<file path="config.mk">
export PLATFORM = sky130hd
export DESIGN_NAME = bqhp_csr
export DESIGN_NICKNAME = d
export VERILOG_FILES = /design/src/rtl/bqhp_pkg.sv /design/src/rtl/bqhp_csr.sv
export SDC_FILE = /design/constraint.sdc
export NUM_CORES = 1
export LEC_CHECK = 0
export ABC_AREA = 0
export BUFFER_PORTS_ARGS = -buffer_cell sky130_fd_sc_hd__buf_4
export CAP_MARGIN = 20
export CORE_MARGIN = 10
export CORE_UTILIZATION = 50
export CTS_CLUSTER_DIAMETER = 50
export DETAILED_ROUTE_END_ITERATION = 6
export GPL_ROUTABILITY_DRIVEN = 0
export PLACE_DENSITY = 0.82
export SKIP_CTS_REPAIR_TIMING = 1
export SYNTH_ARGS = -nofsm -noshare
export SYNTH_HDL_FRONTEND = slang
export SYNTH_SLANG_ARGS = --single-unit
</file>
<file path="constraint.sdc">
create_clock -name clock -period 1.8 [get_ports clock]
set_clock_uncertainty 0.05 [all_clocks]
set_input_delay 0.18 -clock clock [delete_from_list [all_inputs] [get_ports clock]]
set_output_delay 0.18 -clock clock [all_outputs]
set_load 0.02 [all_outputs]
</file>
<file path="src/rtl/bqhp_pkg.sv">
// ----------------------------------------------------------------------------
// bqhp_pkg
// Widths, reset coefficients, register indexes and shared types of the
// biquad high-pass filter.
// ----------------------------------------------------------------------------
`default_nettype none

package bqhp_pkg;

   localparam int SAMPLE_BITS     = 16;
   localparam int COEF_FRAC_BITS  = 22;
   localparam int STATE_FRAC_BITS = 8;

   localparam int COEF_BITS    = COEF_FRAC_BITS + 2;
   localparam int STATE_BITS   = SAMPLE_BITS + STATE_FRAC_BITS;
   localparam int FF_PROD_BITS = COEF_BITS + SAMPLE_BITS;
   localparam int FB_PROD_BITS = COEF_BITS + STATE_BITS;
   localparam int FF_SUM_BITS  = FF_PROD_BITS + 2;
   localparam int ACC_BASE     = (FF_SUM_BITS + STATE_FRAC_BITS > FB_PROD_BITS + 1) ?
                                 (FF_SUM_BITS + STATE_FRAC_BITS) : (FB_PROD_BITS + 1);
   localparam int ACC_BITS     = ACC_BASE + 2;
   localparam int Y_WIDE_BITS  = ACC_BITS - COEF_FRAC_BITS;

   // half an LSB of the state, in accumulator scale
   localparam logic [ACC_BITS-1:0] ACC_HALF =
      {{(ACC_BITS - COEF_FRAC_BITS){1'b0}}, 1'b1, {(COEF_FRAC_BITS - 1){1'b0}}};
   // half an LSB of the sample, in state scale (zero with no fraction bits)
   localparam logic [STATE_BITS:0] STATE_HALF =
      (STATE_BITS + 1)'((64'd1 << STATE_FRAC_BITS) >> 1);

   localparam logic [COEF_BITS-1:0] RESET_A0 = COEF_BITS'(4129219);
   localparam logic [COEF_BITS-1:0] RESET_A1 = COEF_BITS'(-8258438);
   localparam logic [COEF_BITS-1:0] RESET_A2 = COEF_BITS'(4129219);
   localparam logic [COEF_BITS-1:0] RESET_B1 = COEF_BITS'(-8257428);
   localparam logic [COEF_BITS-1:0] RESET_B2 = COEF_BITS'(4065144);

   localparam int NUM_REGS      = 6;
   localparam int REG_IDX_BITS  = $clog2(NUM_REGS);
   localparam int CSR_ADDR_BITS = REG_IDX_BITS + 2;

   localparam logic [REG_IDX_BITS-1:0] REG_FILTER_ENABLE  = REG_IDX_BITS'(0);
   localparam logic [REG_IDX_BITS-1:0] REG_COEF_IN_NOW    = REG_IDX_BITS'(1);
   localparam logic [REG_IDX_BITS-1:0] REG_COEF_IN_PREV   = REG_IDX_BITS'(2);
   localparam logic [REG_IDX_BITS-1:0] REG_COEF_IN_OLDER  = REG_IDX_BITS'(3);
   localparam logic [REG_IDX_BITS-1:0] REG_COEF_OUT_PREV  = REG_IDX_BITS'(4);
   localparam logic [REG_IDX_BITS-1:0] REG_COEF_OUT_OLDER = REG_IDX_BITS'(5);

   typedef struct packed {
      logic                        filter_enable;
      logic signed [COEF_BITS-1:0] coef_in_now;
      logic signed [COEF_BITS-1:0] coef_in_prev;
      logic signed [COEF_BITS-1:0] coef_in_older;
      logic signed [COEF_BITS-1:0] coef_out_prev;
      logic signed [COEF_BITS-1:0] coef_out_older;
   } cfg_type;

   typedef struct packed {
      logic signed [SAMPLE_BITS-1:0] input_delay_one;
      logic signed [SAMPLE_BITS-1:0] input_delay_two;
      logic signed [STATE_BITS-1:0]  output_delay_one;
      logic signed [STATE_BITS-1:0]  output_delay_two;
   } hist_type;

   typedef struct packed {
      logic signed [SAMPLE_BITS-1:0] sample_out;
      logic                          clipped;
      logic signed [STATE_BITS-1:0]  state_out;
   } result_type;

endpackage

`default_nettype wire

</file>
<file path="src/rtl/bqhp_csr.sv">
// ----------------------------------------------------------------------------
// bqhp_csr
// APB-style register file holding the bypass switch and the five
// filter coefficients.
// ----------------------------------------------------------------------------
`default_nettype none

module bqhp_csr (
   input  wire logic                               clock,
   input  wire logic                               reset,
   input  wire logic                               csr_psel,
   input  wire logic                               csr_penable,
   input  wire logic                               csr_pwrite,
   input  wire logic [bqhp_pkg::CSR_ADDR_BITS-1:0] csr_paddr,
   input  wire logic [31:0]                        csr_pwdata,
   output logic      [31:0]                        csr_prdata,
   output logic                                    csr_pready,
   output bqhp_pkg::cfg_type                       cfg
);

   bqhp_pkg::cfg_type                    cfg_ff;
   bqhp_pkg::cfg_type                    cfg_in;
   logic [bqhp_pkg::REG_IDX_BITS-1:0]    reg_idx;
   logic [bqhp_pkg::COEF_BITS-1:0]       wr_coef;
   logic                                 wr_en;

   assign csr_pready = 1'b1;
   assign reg_idx    = csr_paddr[bqhp_pkg::CSR_ADDR_BITS-1:2];
   assign wr_coef    = csr_pwdata[bqhp_pkg::COEF_BITS-1:0];
   assign wr_en      = csr_psel & csr_penable & csr_pwrite & csr_pready;
   assign cfg        = cfg_ff;

   always_comb begin
      cfg_in = cfg_ff;
      if (wr_en) begin
         case (reg_idx)
            bqhp_pkg::REG_FILTER_ENABLE:  cfg_in.filter_enable  = csr_pwdata[0];
            bqhp_pkg::REG_COEF_IN_NOW:    cfg_in.coef_in_now    = wr_coef;
            bqhp_pkg::REG_COEF_IN_PREV:   cfg_in.coef_in_prev   = wr_coef;
            bqhp_pkg::REG_COEF_IN_OLDER:  cfg_in.coef_in_older  = wr_coef;
            bqhp_pkg::REG_COEF_OUT_PREV:  cfg_in.coef_out_prev  = wr_coef;
            bqhp_pkg::REG_COEF_OUT_OLDER: cfg_in.coef_out_older = wr_coef;
            default: ;
         endcase
      end
   end

   always_ff @(posedge clock) begin
      if (reset) begin
         cfg_ff.filter_enable  <= 1'b1;
         cfg_ff.coef_in_now    <= bqhp_pkg::RESET_A0;
         cfg_ff.coef_in_prev   <= bqhp_pkg::RESET_A1;
         cfg_ff.coef_in_older  <= bqhp_pkg::RESET_A2;
         cfg_ff.coef_out_prev  <= bqhp_pkg::RESET_B1;
         cfg_ff.coef_out_older <= bqhp_pkg::RESET_B2;
      end else begin
         cfg_ff <= cfg_in;
      end
   end

   // coefficients read back sign-extended
   always_comb begin
      case (reg_idx)
         bqhp_pkg::REG_FILTER_ENABLE:  csr_prdata = {31'd0, cfg_ff.filter_enable};
         bqhp_pkg::REG_COEF_IN_NOW:    csr_prdata = 32'(cfg_ff.coef_in_now);
         bqhp_pkg::REG_COEF_IN_PREV:   csr_prdata = 32'(cfg_ff.coef_in_prev);
         bqhp_pkg::REG_COEF_IN_OLDER:  csr_prdata = 32'(cfg_ff.coef_in_older);
         bqhp_pkg::REG_COEF_OUT_PREV:  csr_prdata = 32'(cfg_ff.coef_out_prev);
         bqhp_pkg::REG_COEF_OUT_OLDER: csr_prdata = 32'(cfg_ff.coef_out_older);
         default:                      csr_prdata = 32'd0;
      endcase
   end

endmodule

`default_nettype wire

</file>
==> impl_metrics.ini, run 1 <==
[status]
status = finished, violations left
violations = negative hold slack

[sta]
period_needed_ps = 1760
drv_slew = 0
finalCritPeriodShare_pct = 97.7
hold_slack_ps = -1.03
grt_setup_unrepaired = false
tightest_slew_ps = 548
setup_tns_ps = 0
setup_ws_ps = 42.1
finalHoldViolations = 1
fmax_ghz = 0.569
relSlewSlack_pct = 63.5
setup_viol = 0

[floorplanning]
core-area_um2 = 10900
rows = 38
dieArea_um2 = 15900
start_util_pct = 51.4
die_w_um = 126
ios = 196
fp.dieH_um = 126

[setup_path]
critPathMaxFanout = 3
start_kind = register
crit_type = register to primary output
cp.required_ps = 1570
r2r_cells = 2
arrival_ps = 1530
r2r_slack_ps = 950
worstSetupEndpointType = primary output

[drt]
antenna_left = 0
first_iter_violations = 505
wl_met1_um = 7920
wl_per_cell_um = 21.4
vias = 5565
first_pass_iters = 5
maxUsedRoutingLayer = met4
wl_met2_um = 9920
wl_um = 20000
met3_length_um = 1800
vias_per_cell = 5.96
route.detailed.drc = 0

[synth]
yosys_warnings = 0
syn_nets = 662
syn-cell-area_um2 = 5620
ys_ff_latch = 121
synthFlopType = dfxtp_1
synthArstFlopShare_pct = 0
synthDistinctLibCells = 37
synth_edf_count = 0
syn_area_per_cell_um2 = 9.07
synthCells = 620
seq_area_frac_synth_pct = 43.1

[grt]
grt_max_degree = 35
grt_use_total_pct = 23.9
antenna_found_initial = 0
grt_pass1_vias = 5748
globalRoute.totalOverflow = 0
grt_pass1_wl_um = 30900

[placement]
preCtsSetupSlack_ps = 117
dp.cells = 901
io_buffers = 184
dp_hpwl_um = 13500

[power]
irDropWorstVdd_uv = 483
p_per_area_nw_per_um2 = 880
leakage_nw = 3.33

[cts]
clock-sinks = 121
tritoncts = yes
clk_path_buf_depth = 2
cts.clk_slew.worst_paths_ps = 60
h-tree-depth = 4
cts_buffers = 17
clock_latency_ps = 400
root_buffer = clkbuf_16

[cells_and_area]
layout-drive-gt1-share_pct = 32.9
final_common_cell = buf_4
fin_nets = 824
largest_register_ffs = 121
post-route-util_pct = 70.3
layout_common_cells = 202 x buf_4, 118 x dfxtp_1, 84 x mux2i_1
final-instance-count-excl-fill = 934
diodes = 0
areaGrowthSynthToFinish_pct = 36.7
num-fill-cells = 840

[job]
maxCapViolCount = 0

[hold_path]
hp-class = input pin to register
min_path_cells = 3
[cells by family (layout without fill, tap and decap cells)]
logic type / Yosys count / in the layout / share of synthesized area, %
buf+inv: 73 / 246 / 7.59
simple gates: 172 / 172 / 15.0
compound gates: 167 / 168 / 18.7
other cells: 1 / 1 / 0.0667
mux: 86 / 86 / 15.5
flops: 121 / 121 / 43.1
[power breakdown]
group | switching [mW] | leakage (nW) | internal, mW
Sequential | 0.0177 | 0.977 | 2.70
Clock | 1.18 | 0.279 | 2.13
Combinational | 0.439 | 2.07 | 0.290
[critical path, cell delays in order (launching register included)]
cell and delay (ps):
dfxtp_1 330, mux4_2 460, inv_1 70, o22ai_1 90
buf_4 170
[Yosys cell counts (4+ instances only)]
library cell  number  area [um2]
buf_6              9         101
nor2_1            76         285
a221o_1           22         220
o21ai_0           50         250
a21oi_1           59         295
clkbuf_1          27         101
nand3_1           60         300
nand2b_1          18         113
mux2i_1           85         851
buf_2             17        85.1
o21ai_1            4        20.0
o31ai_1            5        37.5
dfxtp_1          121        2420
o2bb2ai_1         22         193
buf_4             17         128
[final cells by class]
cell class | count | area [um2] | area share [%]
Tap cell | 140 | 175 | 2.28
Inverter | 2 | 7.51 | 0.0977
Clock inverter | 8 | 95.1 | 1.24
Sequential cell | 121 | 2430 | 31.6
Timing Repair Buffer | 213 | 1690 | 22.0
Clock buffer | 23 | 478 | 6.22
Multi-Input combinational cell | 427 | 2810 | 36.6
[per-stage QoR]
step                      area, um2  hold WS (ps)  total power [mW]
after floorplan                5620           278              3.19
after global placement         7060           409              3.46
after detailed placement       7060           414              3.48
after CTS                      7640         -11.6              6.76
after global routing           7690          6.39              6.94
final                          7690         -1.03              6.76
[path summary, 6_finish.rpt]
| check | from | end |
|---|---|---|
| max | cfg[96] | csr_prdata[0] |
| min | csr_pwdata[17] | cfg[89] |
| min reg2reg | cfg[118] | cfg[118] |
| max reg2reg | cfg[120] | cfg[120] |
[per-layer routing]
metal | vias to the layer above | GRT usage [%]
li1 | 2549 | -
met2 | 338 | 40.4
met5 | - | 0
met1 | 2645 | 27.6
met3 | 33 | 6.67
met4 | 0 | 10.4
(Power assumes the default switching activity.)
==> inputs of run 2 (changes only) <==
RECOVER_POWER = 25   (was not set)
==> run 2 against run 1 <==
  * The run still ends with negative hold slack left
  * Combinational power decreased by 0.8%
  * Count of clock-buffer cells in the layout unchanged
  * Total power about the same
  * Critical path type unchanged
  * Largest power group unchanged
==> impl_metrics.ini, run 2 (synthesis results as in run 1) <==
[cts]
cts_buffers = 17
clk_path_buf_depth = 2
cts.clk_slew.worst_paths_ps = 60
tritoncts = yes
h-tree-depth = 4
root_buffer = clkbuf_16
clock_latency_ps = 400
clock-sinks = 121

[sta]
relSlewSlack_pct = 25.4
setup_ws_ps = 43.3
fmax_ghz = 0.569
grt_setup_unrepaired = false
drv_slew = 0
setup_viol = 0
tightest_slew_ps = 1120
setup_tns_ps = 0
finalCritPeriodShare_pct = 97.6
finalHoldViolations = 1
hold_slack_ps = -2.34
period_needed_ps = 1760

[power]
p_per_area_nw_per_um2 = 883
leakage_nw = 3.30
irDropWorstVdd_uv = 481
swShare_pct = 24.3
intPower_mw = 5.12
pwr-share-seq_pct = 40.2
switchingPower_mw = 1.64
power_frac_comb_pct = 10.7
clkPwrFrac_pct = 49.1

[placement]
dp.cells = 901
preCtsSetupSlack_ps = 117
io_buffers = 184
dp_hpwl_um = 13500

[floorplanning]
start_util_pct = 51.4
die_w_um = 126
core-area_um2 = 10900
dieArea_um2 = 15900
ios = 196
rows = 38
fp.dieH_um = 126

[drt]
vias = 5557
first_pass_iters = 5
route.detailed.drc = 0
wl_um = 20000
antenna_left = 0
first_iter_violations = 505
vias_per_cell = 5.95
wl_per_cell_um = 21.4

[cells_and_area]
largest_register_ffs = 121
diodes = 0
fin_nets = 824
final-instance-count-excl-fill = 934
final_common_cell = buf_4
layout-drive-gt1-share_pct = 32.5
layout_common_cells = 198 x buf_4, 118 x dfxtp_1, 84 x mux2i_1
areaGrowthSynthToFinish_pct = 36.1

[hold_path]
min_path_cells = 3
hold-path-endpoint = cfg[89]
hold_path_startpoint = csr_pwdata[17]
hp-class = input pin to register

[setup_path]
r2r_cells = 2
start_kind = register
crit_cells = 4
r2r_start = cfg[120]
worstSetupEndpointType = primary output
r2r_slack_ps = 930
crit_chain = mux4_2, inv_1, o22ai_1, buf_4
r2r_end = cfg[120]
slowest_delay_ps = 460
cp.required_ps = 1570
crit_type = register to primary output
path_delay_family = multiplexers
worstSetupStartpoint = cfg[96]
critPathMaxFanout = 3
cpMaxStageDelayCell = mux4_2
arrival_ps = 1530
path_buf_inv = 2

[status]
violations = negative hold slack
status = finished, violations left

[grt]
grt_pass1_vias = 5748
globalRoute.totalOverflow = 0
antenna_found_initial = 0
grt_pass1_wl_um = 30900
grt_use_total_pct = 23.9
grt_max_degree = 35

[job]
maxCapViolCount = 0
-- run 2: through the flow --
step | utilization [%] | cell area [um2] | total power [mW] | hold WS, ps
finish | 70.0 | 7650 | 6.76 | -2.34
detailed placement | 64.6 | 7060 | 3.48 | 414
floorplan | - | 5620 | 3.19 | 278
CTS | 69.8 | 7640 | 6.76 | -11.6
global placement | 64.6 | 7060 | 3.46 | 409
global route | 70.0 | 7650 | 6.94 | 6.39
-- run 2: worst max path at each step --
| stage | slack (ps) | to |
|---|---|---|
| after global placement | 150 | csr_prdata[27] |
| after CTS | 30 | csr_prdata[28] |
| final | 40 | csr_prdata[0] |
| after global routing | 2 | csr_prdata[25] |
| after floorplan | 230 | csr_prdata[24] |
| after detailed placement | 120 | csr_prdata[28] |
-- run 2: power groups by stage --
stage | clock network [mW] | logic, mW | registers, mW
floorplan | 0 | 0.400 | 2.79
global placement | 0 | 0.690 | 2.77
detailed placement | 0 | 0.706 | 2.77
CTS | 3.33 | 0.709 | 2.72
global route | 3.45 | 0.766 | 2.72
finish | 3.31 | 0.723 | 2.72
-- run 2: worst min-delay path: cells and delay by family --
family / cells / cell delay (ps)
and+or+nand+nor: 1 / 50
AOI/OAI and AO/OA: 1 / 50
buffers and inverters: 1 / 110
-- run 2: layout make-up --
| cell class | instances | area [um2] |
|---|---|---|
| Clock buffer | 23 | 478 |
| Clock inverter | 8 | 95.1 |
| Fill cell | 844 | 3280 |
| Inverter | 2 | 7.51 |
| Multi-Input combinational cell | 427 | 2810 |
| Sequential cell | 121 | 2430 |
| Tap cell | 140 | 175 |
| Timing Repair Buffer | 213 | 1670 |
-- run 2: routing by layer --
| metal | up-vias | routed length (um) | track usage, % |
|---|---|---|---|
| li1 | 2546 | - | - |
| met1 | 2668 | 7950 | 27.6 |
| met2 | 313 | 9980 | 40.4 |
| met3 | 30 | 1740 | 6.67 |
| met4 | 0 | 323 | 10.4 |
| met5 | - | 0 | 0 |
==> inputs of run 3 (changes only) <==
ABC_CLOCK_PERIOD_IN_PS = 1800   (was not set)
PLACE_DENSITY = not set   (was 0.82)
PLACE_DENSITY_LB_ADDON = 0.1   (was not set)
SETUP_SLACK_MARGIN = 0.4   (was not set)
==> run 3 against run 2 <==
  * Clock power hardly changed
  * Non-clock buffer count increased by 32
  * Setup slack better by 2.6 ps
  * Sequential power is essentially flat
  * Cell count up 3.7%
  * First-iteration DRC count grew 16%
  * Sequential cell count stayed put
  * The run ends with design-rule violations, negative hold slack left
  * Register-to-register slack gained 40 ps
  * Critical endpoint is now csr_prdata[26]
  * Largest cell class unchanged
  * Count of clock-buffer cells in the layout fell by 4
  * Routed wire length increased by 6.9%
==> impl_metrics.ini, run 3 (synthesis results as in run 1) <==
[status]
status = finished, violations left
violations = design-rule violations, negative hold slack

[power]
irDropWorstVdd_uv = 765
leakage_nw = 3.41
p_per_area_nw_per_um2 = 854
power_mw = 6.85

[setup_path]
worstSetupEndpointType = primary output
crit_type = register to primary output
endpoint = csr_prdata[26]
start_kind = register
arrival_ps = 1520
cpMaxStageDelayCell = a221o_2
path_delay_family = compound AO/OA/AOI/OAI gates
slowest_delay_ps = 370
r2r_start = cfg[71]
crit_chain = mux2i_1, o2bb2ai_2, a221o_2, buf_6
r2r_cells = 2
critPathMaxFanout = 4
worstSetupStartpoint = cfg[23]
path_buf_inv = 1
cp.required_ps = 1570
r2r_end = cfg[71]
r2r_slack_ps = 970
crit_cells = 4

[drt]
wl_per_cell_um = 22.1
vias_per_cell = 5.98
first_iter_violations = 585
wl_um = 21400
vias = 5794
antenna_left = 0
route.detailed.drc = 1
first_pass_iters = 7

[cells_and_area]
design_area_um2 = 8020
num-fill-cells = 827
areaGrowthSynthToFinish_pct = 42.7
layout-drive-gt1-share_pct = 35.7
layout_common_cells = 166 x buf_4, 85 x mux2i_1, 84 x dfxtp_1
fin_nets = 859
final_common_cell = buf_4
largest_register_ffs = 121
post-route-util_pct = 73.3

[hold_path]
hp-class = input pin to register

[sta]
setup_viol = 0
hold_slack_ps = -7.62
drv_slew = 0
period_needed_ps = 1750
finalCritPeriodShare_pct = 97.4
fmax_ghz = 0.570
grt_setup_unrepaired = true
relSlewSlack_pct = 54.2
tightest_slew_ps = 686
finalHoldViolations = 7
setup_ws_ps = 45.9

[grt]
grt_use_total_pct = 24.2
antenna_found_initial = 1
grt_pass1_wl_um = 31400
globalRoute.totalOverflow = 0
grt_pass1_vias = 5788
grt_max_degree = 51

[cts]
root_buffer = clkbuf_16
h-tree-depth = 4
clock-sinks = 121
clock_latency_ps = 410
tritoncts = yes
cts.clk_slew.worst_paths_ps = 60
clk_path_buf_depth = 2
cts_buffers = 17

[floorplanning]
start_util_pct = 51.4
die_w_um = 126
fp.dieH_um = 126
core-area_um2 = 10900
dieArea_um2 = 15900
rows = 38
ios = 196

[placement]
dp_hpwl_um = 13800
io_buffers = 184
preCtsSetupSlack_ps = -282
place_area_um2 = 7060

[job]
maxCapViolCount = 0
run 3: per-layer routing:
layer | vias up | share of wire, % | GRT usage, %
met1 | 2785 | 40 | 28.8
met3 | 44 | 8.9 | 8.14
met5 | - | 0 | 0
met4 | 0 | 2.3 | 9.24
li1 | 2626 | - | -
met2 | 339 | 48 | 39.4
run 3: power breakdown:
| group | internal, mW | switching (mW) |
|---|---|---|
| combinational | 0.333 | 0.467 |
| sequential | 2.70 | 0.0176 |
| clock | 2.09 | 1.25 |
| total | 5.12 | 1.73 |
run 3: worst min path at each step:
| stage | end | startpoint | slack (ps) | depth (start not counted) |
|---|---|---|---|---|
| 6_report | cfg[32] | csr_pwdata[8] | -8 | 3 |
| 5_1_grt | cfg[15] | csr_pwdata[15] | 1 | 3 |
| 4_1_cts | cfg[16] | csr_pwdata[16] | -20 | 3 |
| 3_5_place_dp | cfg[89] | csr_pwdata[17] | 410 | 3 |
| 3_3_place_gp | cfg[25] | csr_pwdata[1] | 410 | 3 |
| 2_1_floorplan | cfg[0] | csr_pwdata[0] | 280 | 2 |
run 3: stage by stage:
step	instances	setup TNS, ps
floorplan	620	0
global placement	904	-12660
detailed placement	904	-17880
CTS	934	-6920
global route	969	-23.8
finish	969	0
run 3: tightest hold or removal path, cell delays in order:
cell and delay (ps):
buf_4 130, nand3_1 60, a21oi_1 50
run 3: cell type report:
| cell class | instances | area [um2] | area share, % |
|---|---|---|---|
| Multi-Input combinational cell | 430 | 2860 | 35.7 |
| Sequential cell | 121 | 2470 | 30.8 |
| Timing Repair Buffer | 245 | 1920 | 24.0 |
| Clock buffer | 19 | 453 | 5.65 |
| Tap cell | 140 | 175 | 2.18 |
| Clock inverter | 11 | 125 | 1.56 |
| Inverter | 2 | 7.51 | 0.0936 |
| Antenna cell | 1 | 2.50 | 0.0312 |
